--- config.mk ---
export PLATFORM = sky130hd
export DESIGN_NAME = mus_to_midi_event_translator
export DESIGN_NICKNAME = d
export VERILOG_FILES = /design/src/rtl/m2m_pkg.sv /design/src/rtl/mus_to_midi_event_translator.sv
export SDC_FILE = /design/constraint.sdc
export NUM_CORES = 1
export LEC_CHECK = 0
export BUFFER_PORTS_ARGS = -buffer_cell sky130_fd_sc_hd__buf_2
export CAP_MARGIN = 20
export CORE_MARGIN = 5
export CORE_UTILIZATION = 53
export CTS_CLUSTER_DIAMETER = 120
export DETAILED_ROUTE_END_ITERATION = 10
export PLACE_DENSITY = 0.78
export SETUP_SLACK_MARGIN = 0.3
export SYNTH_ARGS = -nofsm -noshare
export SYNTH_HDL_FRONTEND = slang
export SYNTH_SLANG_ARGS = --single-unit
--- constraint.sdc ---
create_clock -name clk -period 4.01 [get_ports clk]
set_input_delay 0.2005 -clock clk [delete_from_list [all_inputs] [get_ports clk]]
set_output_delay 0.2005 -clock clk [all_outputs]
set_load 0.1 [all_outputs]
--- src/rtl/m2m_pkg.sv ---
// ----------------------------------------------------------------------------
// m2m_pkg: shared types and constants for the MUS to MIDI event translator
// Parser phases, MUS event kinds, MIDI status kinds and the controller map.
// ----------------------------------------------------------------------------
package m2m_pkg;

	// Parser phase, one-hot coded.
	typedef enum logic [4:0] {
		PH_EVENT    = 5'b00001,
		PH_FIRST    = 5'b00010,
		PH_VELOCITY = 5'b00100,
		PH_VALUE    = 5'b01000,
		PH_DELAY    = 5'b10000
	} phase_t;

	// MUS event kinds, taken from bits 6..4 of the event byte.
	localparam logic [2:0] KIND_RELEASE    = 3'd0;
	localparam logic [2:0] KIND_PLAY       = 3'd1;
	localparam logic [2:0] KIND_BEND       = 3'd2;
	localparam logic [2:0] KIND_SYSTEM     = 3'd3;
	localparam logic [2:0] KIND_CONTROLLER = 3'd4;
	localparam logic [2:0] KIND_SCORE_END  = 3'd6;

	// MIDI status kinds, placed in the high nibble of the status byte.
	localparam logic [3:0] ST_NOTE_ON = 4'h9;
	localparam logic [3:0] ST_CTRL    = 4'hB;
	localparam logic [3:0] ST_PROGRAM = 4'hC;
	localparam logic [3:0] ST_BEND    = 4'hE;

	// Register indexes of the configuration port.
	localparam logic REG_CHANNEL_COUNT = 1'b0;

	// Miscellaneous constants.
	localparam logic [7:0] VEL_RESET      = 8'd100;
	localparam logic [7:0] CTRL_VOLUME    = 8'd7;
	localparam logic [7:0] DATA_MAX       = 8'h7F;
	localparam logic [7:0] SYS_MONO_MODE  = 8'd12;
	localparam logic [7:0] CTRL_PROGRAM   = 8'd0;

	// MUS channel to MIDI channel: 15 becomes the percussion channel 9,
	// 9 to 14 move up by one, the rest stay.
	function automatic logic [3:0] midi_channel(input logic [3:0] mus_ch);
		logic [3:0] ch;
		if (mus_ch == 4'd15) begin
			ch = 4'd9;
		end else if (mus_ch >= 4'd9) begin
			ch = mus_ch + 4'd1;
		end else begin
			ch = mus_ch;
		end
		return ch;
	endfunction

	// MUS controller index to MIDI controller number; out-of-range maps to 0.
	function automatic logic [7:0] controller_of(input logic [7:0] idx);
		logic [7:0] ctl;
		case (idx)
			8'd0:    ctl = 8'd0;
			8'd1:    ctl = 8'd0;
			8'd2:    ctl = 8'd1;
			8'd3:    ctl = 8'd7;
			8'd4:    ctl = 8'd10;
			8'd5:    ctl = 8'd11;
			8'd6:    ctl = 8'd91;
			8'd7:    ctl = 8'd93;
			8'd8:    ctl = 8'd64;
			8'd9:    ctl = 8'd67;
			8'd10:   ctl = 8'd120;
			8'd11:   ctl = 8'd123;
			8'd12:   ctl = 8'd126;
			8'd13:   ctl = 8'd127;
			8'd14:   ctl = 8'd121;
			default: ctl = 8'd0;
		endcase
		return ctl;
	endfunction

endpackage

--- src/rtl/mus_to_midi_event_translator.sv ---
// ----------------------------------------------------------------------------
// mus_to_midi_event_translator: MUS score bytes in, MIDI channel events out
// Parses the MUS score body byte by byte and emits one MIDI event per
// completed MUS event, together with the delay that preceded it.
// ----------------------------------------------------------------------------
// The block takes one score byte per cycle and produces at most one event
// per byte; a byte is decoded in the cycle it is accepted and its event
// appears on the output register in the next cycle, so a new byte can be
// accepted every cycle as long as the output beat is taken (or the output
// register is empty). The rate is set by the single output register: the
// input stalls only while an event waits there and the consumer holds
// m_tready low. After the score end event (or an undefined event kind) all
// further bytes are accepted and dropped until reset. The user must write
// channel_count via APB address 0 only while the stream is idle (unchecked).
module mus_to_midi_event_translator
	import m2m_pkg::*;
(
	input  logic        clk,
	input  logic        arst_n,
	// Score byte input.
	input  logic        s_tvalid,
	output logic        s_tready,
	input  logic [7:0]  s_tdata,   // [7:0] score_byte
	// MIDI event output.
	output logic        m_tvalid,
	input  logic        m_tready,
	output logic [55:0] m_tdata,   // [31:0] delta_ticks, [39:32] midi_status,
	                               // [47:40] midi_data_one, [55:48] midi_data_two
	output logic        m_tlast,   // score_end
	// Configuration port.
	input  logic        psel,
	input  logic        penable,
	input  logic        pwrite,
	input  logic [2:0]  paddr,
	input  logic [31:0] pwdata,
	output logic [31:0] prdata,
	output logic        pready
);

	// Parser state.
	phase_t      phase_q, phase_d;
	logic [7:0]  event_q, event_d;
	logic [7:0]  first_q, first_d;
	logic [31:0] acc_q, acc_d;
	logic [31:0] pend_q, pend_d;
	logic        finished_q, finished_d;
	logic [7:0]  vel_q [16];
	logic [3:0]  channel_count_q;

	// Output register.
	logic        m_tvalid_q;
	logic [55:0] m_tdata_q;
	logic        m_tlast_q;

	// Decode results for the current byte.
	logic        in_beat;
	logic [7:0]  b;
	logic [3:0]  ch;
	logic [2:0]  kind;
	logic        do_emit;
	logic        do_finish;
	logic        vel_we;
	logic        res_vld;
	logic        res_end;
	logic [31:0] res_delta;
	logic [7:0]  res_status;
	logic [7:0]  res_d1;
	logic [7:0]  res_d2;
	logic [7:0]  ctl;
	logic        reg_sel;

	assign b       = s_tdata;
	assign ch      = midi_channel(event_q[3:0]);
	assign kind    = event_q[6:4];
	assign ctl     = controller_of(first_q);
	assign in_beat = s_tvalid && s_tready;

	// The output register frees up when empty or when its beat is taken.
	assign s_tready = !m_tvalid_q || m_tready;

	// Parse one byte and form the event it completes, if any.
	always_comb begin
		phase_d    = phase_q;
		event_d    = event_q;
		first_d    = first_q;
		acc_d      = acc_q;
		pend_d     = pend_q;
		finished_d = finished_q;
		vel_we     = 1'b0;
		do_emit    = 1'b0;
		do_finish  = 1'b0;
		res_vld    = 1'b0;
		res_end    = 1'b0;
		res_delta  = pend_q;
		res_status = '0;
		res_d1     = '0;
		res_d2     = '0;
		if (!finished_q) begin
			unique case (phase_q)
				PH_EVENT: begin
					event_d = b;
					if (b[6:4] == KIND_SCORE_END) begin
						do_finish = 1'b1;
					end else begin
						phase_d = PH_FIRST;
					end
				end
				PH_FIRST: begin
					first_d = b;
					case (kind)
						KIND_RELEASE: begin
							do_emit    = 1'b1;
							res_status = {ST_NOTE_ON, ch};
							res_d1     = b;
						end
						KIND_PLAY: begin
							if (b[7]) begin
								phase_d = PH_VELOCITY;
							end else begin
								do_emit    = 1'b1;
								res_status = {ST_NOTE_ON, ch};
								res_d1     = b;
								res_d2     = vel_q[ch];
							end
						end
						KIND_BEND: begin
							do_emit    = 1'b1;
							res_status = {ST_BEND, ch};
							res_d1     = {1'b0, b[0], 6'b0};
							res_d2     = {1'b0, b[7:1]};
						end
						KIND_SYSTEM: begin
							do_emit    = 1'b1;
							res_status = {ST_CTRL, ch};
							res_d1     = controller_of(b);
							res_d2     = (b == SYS_MONO_MODE) ? {4'b0, channel_count_q} : 8'd0;
						end
						KIND_CONTROLLER: begin
							phase_d = PH_VALUE;
						end
						default: begin
							do_finish = 1'b1;
						end
					endcase
				end
				PH_VELOCITY: begin
					vel_we     = 1'b1;
					do_emit    = 1'b1;
					res_status = {ST_NOTE_ON, ch};
					res_d1     = {1'b0, first_q[6:0]};
					res_d2     = b;
				end
				PH_VALUE: begin
					do_emit = 1'b1;
					if (first_q == CTRL_PROGRAM) begin
						res_status = {ST_PROGRAM, ch};
						res_d1     = b;
					end else begin
						res_status = {ST_CTRL, ch};
						res_d1     = ctl;
						res_d2     = (ctl == CTRL_VOLUME && b[7]) ? DATA_MAX : b;
					end
				end
				PH_DELAY: begin
					acc_d = {acc_q[24:0], b[6:0]};
					if (!b[7]) begin
						pend_d  = {acc_q[24:0], b[6:0]};
						phase_d = PH_EVENT;
					end
				end
				default: begin
					phase_d = PH_EVENT;
				end
			endcase
		end

		// A completed event takes the pending delay and may start a delay run.
		if (do_emit) begin
			res_vld = 1'b1;
			pend_d  = '0;
			if (event_q[7]) begin
				acc_d   = '0;
				phase_d = PH_DELAY;
			end else begin
				phase_d = PH_EVENT;
			end
		end

		// Score end or undefined kind: only a nonzero pending delay yields an end item.
		if (do_finish) begin
			finished_d = 1'b1;
			phase_d    = PH_EVENT;
			if (pend_q != 32'd0) begin
				res_vld = 1'b1;
				res_end = 1'b1;
				pend_d  = '0;
			end
		end
	end

	// Parser state registers.
	always_ff @(posedge clk or negedge arst_n) begin
		if (!arst_n) begin
			phase_q    <= PH_EVENT;
			event_q    <= '0;
			first_q    <= '0;
			acc_q      <= '0;
			pend_q     <= '0;
			finished_q <= 1'b0;
		end else if (in_beat) begin
			phase_q    <= phase_d;
			event_q    <= event_d;
			first_q    <= first_d;
			acc_q      <= acc_d;
			pend_q     <= pend_d;
			finished_q <= finished_d;
		end
	end

	// Last velocity per MIDI channel.
	always_ff @(posedge clk or negedge arst_n) begin
		if (!arst_n) begin
			for (int i = 0; i < 16; i++) begin
				vel_q[i] <= VEL_RESET;
			end
		end else if (in_beat && vel_we) begin
			vel_q[ch] <= b;
		end
	end

	// Output register: loads on an accepted byte that completes an event.
	always_ff @(posedge clk or negedge arst_n) begin
		if (!arst_n) begin
			m_tvalid_q <= 1'b0;
		end else if (s_tready) begin
			m_tvalid_q <= in_beat && res_vld;
		end
	end

	always_ff @(posedge clk) begin
		if (in_beat && res_vld) begin
			m_tdata_q <= {res_d2, res_d1, res_status, res_delta};
			m_tlast_q <= res_end;
		end
	end

	assign m_tvalid = m_tvalid_q;
	assign m_tdata  = m_tdata_q;
	assign m_tlast  = m_tlast_q;

	// Configuration register.
	assign reg_sel = (paddr[2] == REG_CHANNEL_COUNT);
	assign pready  = 1'b1;

	always_ff @(posedge clk or negedge arst_n) begin
		if (!arst_n) begin
			channel_count_q <= '0;
		end else if (psel && penable && pwrite && pready && reg_sel) begin
			channel_count_q <= pwdata[3:0];
		end
	end

	assign prdata = reg_sel ? {28'b0, channel_count_q} : 32'd0;

	// An end item always carries a nonzero delay and a zero status.
	assert property (@(posedge clk) disable iff (!arst_n)
		m_tvalid && m_tlast |-> (m_tdata[31:0] != 32'd0) && (m_tdata[39:32] == 8'd0))
	else $error("end item without pending delay or with nonzero status");

	// Once the score has ended, no new beat follows the last one taken.
	assert property (@(posedge clk) disable iff (!arst_n)
		finished_q && m_tvalid && m_tready |=> !m_tvalid)
	else $error("result produced after score end");

	// A result only appears after an accepted input byte.
	assert property (@(posedge clk) disable iff (!arst_n)
		!m_tvalid && !in_beat |=> !m_tvalid)
	else $error("result appeared without an accepted byte");

endmodule
# Word level (Yosys, flattened, before mapping)
# Memory sizes are Yosys's and may differ from the RTL's.
# Index checks and enable logic that the tools add are counted.
# totals
ff_bits	276
latch_bits	0
ramBits	0
mem_bits_ro	224
output_inout_bits	92
memories	2
# op_classes
n_addsub	1
multipliers	0
div	0
n_lt_le_gt_ge	3
eq_ne	19
shifts	0
muxes	58
bitwise_logic	3
n_reduce_logical	22
# mem_list
memory	words	word_bits	rd	rd_clocked_by_memory_dff	write_ports	line_no	source
(name not given)	16	7	1	0	0	m2m_pkg.sv:57	case (idx)
(name not given)	16	7	1	0	0	m2m_pkg.sv:57	
# ops
operator	n
$mux 32	10
$bwmux 128	1
$pmux 8 s3	4
$mux 8	10
$pmux 8 s4	2
$mux 5	7
$bmux 8 s4	1
$demux 8 s4	1
$reduce_bool 32->1	1
$pmux 5 s4	1
$mux 4	4
$mux 7	2
$mux 1	11
$pmux 5 s2	1
$eq 8x3->1 const B	1
$eq 8x4->1 const B	1
$logic_and 1x1->1	8
$logic_not 4->1	2
$logic_not 8->1	1
$ne 4x4->1 const B	2
$reduce_and 7->1	1
$eq 3x2->1 const B	2
$eq 3x3->1 const B	2
$ne 3x1->1 const B	2
other kinds (24)	28

# Depth between registers and ports, before layout
# depth
depth_word	10
depth_mapped	13
mapped_depth_nobuf	9

# Least setup slack after synthesis
# No wires, ideal clock.
# synth_timing
kind	register to register
startpoint	reg m_tvalid_q (netlist: m_tvalid)
endpoint	reg m_tdata_q[0] (netlist: m_tdata[0]) (enable)
setup_ps	444
arrival_time_ps	3950
setup_slack_ps	-384
path_stages_with_launch	5
path_buffers	1
period_less_slack_ps	4394
path_cell_list	dfrtp_1 > nand2b_1 > nand2_1 > nor2_1 > clkbuf_1
# synth_via
elab_chain_len	4
# synth_lines
item	line_no	source
from (decl)	mus_to_midi_event_translator.sv:51	logic m_tvalid_q;
from (signal assigned)	mus_to_midi_event_translator.sv:236	m_tvalid_q <= in_beat && res_vld;
$logic_not 1->1	mus_to_midi_event_translator.sv:79	assign s_tready = !m_tvalid_q || m_tready;
$logic_or 1x1->1	mus_to_midi_event_translator.sv:79	
net s_tready	mus_to_midi_event_translator.sv:22	output logic s_tready,
$logic_and 1x1->1	mus_to_midi_event_translator.sv:76	assign in_beat = s_tvalid && s_tready;
$logic_and 1x1->1	mus_to_midi_event_translator.sv:241	if (in_beat && res_vld) begin
to (signal assigned)	mus_to_midi_event_translator.sv:242	m_tdata_q <= {res_d2, res_d1, res_status, res_delta};
to (decl)	mus_to_midi_event_translator.sv:52	logic [55:0] m_tdata_q;
# The timed path passes the listed nets, and every way through them passes these cells.
# A chain may end at the register's enable or synchronous reset.

# Worst setup path after layout
# layout_timing
startpoint	reg event_q[1]
endpoint	reg m_tdata_q[51] (netlist: m_tdata[51]) (data pin)
# layout_via
elab_chain_len	10
word_cells_on_any_way	12
classes_between	add/sub: 1; order compare: 1; eq/ne: 1; mux: 8; bitwise: 1
# layout_lines
item	line_no	source
from (decl)	mus_to_midi_event_translator.sv:42	logic [7:0] event_q, event_d;
from (signal assigned)	mus_to_midi_event_translator.sv:212	event_q <= event_d;
$add 4x1->4 or $ge 4x4->1 (tied branches)	m2m_pkg.sv:47, m2m_pkg.sv:46	
$mux 4	m2m_pkg.sv:46	end else if (mus_ch >= 4'd9) begin
$mux 4 (*)	m2m_pkg.sv:44	if (mus_ch == 4'd15) begin
$not 4->5 (not written as such) (*)	mus_to_midi_event_translator.sv:123	res_d2 = vel_q[ch];
$bmux 8 s4 (*)	mus_to_midi_event_translator.sv:123	
$mux 8 (not written as such) (*) (2 in a row)	mus_to_midi_event_translator.sv:123	
$mux 8 (*)	mus_to_midi_event_translator.sv:117	if (b[7]) begin
$pmux 8 s3 (*)	mus_to_midi_event_translator.sv:110	case (kind)
$pmux 8 s3 (*)	mus_to_midi_event_translator.sv:99	unique case (phase_q)
# Every way passes the cells marked *; elsewhere a longest branch is shown, timed or not. The select of a mux whose other input is x is not followed.

==> impl_metrics.yaml <==
job:
  drv_cap: 0
placement:
  io_buffers: 82
  place_ws_ns: 0.547
  dp.cells: 1434
  place.gp.congestion: 0.885
  dp_hpwl_um: 18900
  place_area_um2: 13300
final_layout:
  nets: 1210
  fillerInstances: 1833
  final_cells: 1490
  antennaDiodeCount: 0
  multi_input_area_um2: 5150
  areaGrowthSynthToFinish_pct: 12.3
  stdcell_area_um2: 14300
  drive_gt1_share_pct: 30.9
  seqCellArea_um2: 7080
route:
  drc_errors: 0
  ant_nets: 0
  wirelength_um: 29400
  vias: 8876
  dr.pass1.iters: 5
  drt-initial-drc-count: 842
  wl_per_cell_um: 19.7
  via_per_inst: 5.96
synth:
  synthTopCellsByCount: "dfrtp_1, nand2_1, mux2_2"
  synthCells: 1084
  yosys-top-cells-area: "dfrtp_1, edfxtp_1, mux2_2, dfstp_2, nand2_1"
  synth_top_area_share_pct: 32.1
  async_reset_ff_share_pct: 78.8
  ys_seq_area_share_pct: 55.7
  ys_warn_count: 0
  synth_top_flop_cell: "dfrtp_1"
  synth.distinct_cells: 74
  synth_edf_count: 57
  synth-seq-cells: 269
  synth_area_um2: 12700
  synth_top_cell_by_area: "dfrtp_1"
  syn-mean-instance-area_um2: 11.7
  yosysMostFrequentCell: "dfrtp_1"
sta:
  post-route-period-util_pct: 85.7
  max_slew_margin_pct: 33.2
  finalSetupViolations: 0
  worst_pin_slew_ns: 0.994
  grt_setup_unrepaired: "no"
  fin_ws_ns: 0.575
  finalMaxSlewViolations: 0
  fin_crit_ns: 3.44
  skew_ns: 0.0169
  setup_tns_ns: 0
  final_hold_viol_count: 0
  fmax_mhz: 291
floorplan:
  io-pin-count: 142
  core_area_um2: 23500
  rows: 56
  dieArea_um2: 27200
  fp.dieW_um: 165
  die_h_um: 165
  start_util_pct: 54.0
grt:
  antenna_found_initial: 0
  grt_max_degree: 93
  grt-ovfl-total: 0
  track_usage_pct: 21.6
  grt_pass1_vias: 8735
  grt_pass1_wl_um: 47200
critical_path:
  crit_fanout: 20
  critPathCaptureType: "register"
  path_class: "register to register"
  start_kind: "register"
  slowest_stage: "or2_2"
  crit_path_frequent_cell: "a2111oi_0"
  path_cells: "inv_1 -> ha_1 -> or3b_4 -> a21oi_2 -> or2_2 -> a2111oi_0 -> a2111oi_0 -> buf_4 -> nand4_1 -> a221oi_1"
  required_ns: 4.34
  path_delay_family: "compound AO/OA/AOI/OAI gates"
  critPathArrivalTime_ns: 3.77
  crit_buf_inv: 2
  critPathMaxStageDelay_ns: 0.50
power:
  cellPowerDensity_nw_per_um2: 605
  ir_drop_mv: 0.443
  p_total_mw: 8.63
  power.leakage_nw: 6.14
status:
  outcome: "complete, no violations"
cts:
  cts_buffer_depth: 3
  cts_buffers: 27
  path_clk_slew_ns: 0.07
  clock-root-buffer: "clkbuf_16"
  post-cts-setup-buffer-count: 0
  cts.sinks: 269
  worstSkewPairLatency_ns: 0.54
  cts_tree: "yes"
  htree_levels: 1
hold_path:
  holdCritPathClass: "input pin to register"
[through the flow]
step                      hold WS [ns]  utilization [%]
final                           0.0647             60.6
after global routing            0.0875             60.6
after CTS                       0.0575             60.5
after detailed placement         0.303             56.4
after global placement           0.301             56.4
after floorplan                -0.0951                -
[worst paths after layout]
check	from	to	slack (ns)	depth (start not counted)
hold reg to reg	pend_q[23]$_DFFE_PN0P_	m_tdata[23]$_DFFE_PP_	0.48	0
hold / removal	m_tready	m_tvalid$_DFFE_PN0N_	0.06	3
setup / recovery	event_q[1]$_DFFE_PN0P_	m_tdata[51]$_SDFFCE_PP0P_	0.57	10
max in group asynchronous	arst_n	event_q[0]$_DFFE_PN0P_	2.56	3
min in group asynchronous	arst_n	vel_q[25]$_DFFE_PN0P_	0.27	2
setup reg to reg	event_q[1]$_DFFE_PN0P_	m_tdata[51]$_SDFFCE_PP0P_	0.57	10
[kinds of logic (layout without fill, tap and decap cells)]
| kind of cell | Yosys count | count (layout) | share of synthesized area (%) |
|---|---|---|---|
| muxes | 160 | 160 | 14.0 |
| and+or+nand+nor | 320 | 320 | 12.9 |
| buffers and inverters | 112 | 172 | 4.75 |
| DFF | 269 | 269 | 55.7 |
| other | 2 | 29 | 0.0591 |
| adders and majority gates | 10 | 10 | 0.984 |
| AOI/OAI and AO/OA | 211 | 211 | 11.6 |
[flip-flops by register name, summed over array words and instances, names as in the netlist]
register and count:
m_tdata 56, finished_q 1, vel_q 128, channel_count_q 4, phase_q 5, first_q 8, acc_q 25, pend_q 32
event_q 8, m_tlast 1, m_tvalid 1
[per-layer routing]
metal | GRT usage, % | part of all wire, % | up-vias
met3 | 3.32 | 7.0 | 48
met4 | 6.09 | 2.3 | 0
met2 | 35.3 | 49 | 349
met1 | 30.2 | 42 | 4428
met5 | 0 | 0 | -
li1 | - | - | 4051
[cells in the final DEF (no fill, tap or decap), drive strengths merged, types with 10 or more instances in the layout]
| cell | instances |
|---|---|
| inv | 10 |
| mux2i | 27 |
| clkbuf | 37 |
| dfstp | 49 |
| a21oi | 50 |
| dfrtp | 163 |
| nor4 | 12 |
| and3 | 20 |
| ha | 10 |
| conb | 29 |
| nand2 | 156 |
| a211oi | 12 |
| mux2 | 132 |
| nor3 | 22 |
| a22o | 29 |
| o21ai | 32 |
| edfxtp | 57 |
| a221oi | 14 |
| nand4 | 10 |
| o22ai | 10 |
| buf | 106 |
| nand3 | 11 |
| nor2 | 44 |
| a2111oi | 17 |
[final cells by class]
type                       count  share of cell area [%]
multi-input combinational    730                    36.1
clock inverter                14                    1.06
inverter                      10                   0.263
sequential                   269                    49.6
timing repair buffer         112                    4.92
clock buffer                  36                    5.25
tap                          319                    2.80
[worst min-delay path: cells and delay by family]
| family | cells | cell delay [ns] |
|---|---|---|
| compound gates | 1 | 0.10 |
| buf+inv | 1 | 0.07 |
| simple gates | 1 | 0.16 |
[power by group]
| part | switching, mW | internal [mW] | total (mW) |
|---|---|---|---|
| logic | 1.80 | 0.846 | 2.65 |
| clock network | 1.03 | 1.50 | 2.53 |
| registers | 0.357 | 3.10 | 3.46 |
[what timing repair did]
action                     in CTS  in global routing
resized for setup               0                  2
setup endpoints to repair       0                  3
hold buffers                    5                  0
hold endpoints to repair       74                  0
Note: power is estimated with default switching activity, not from simulation.
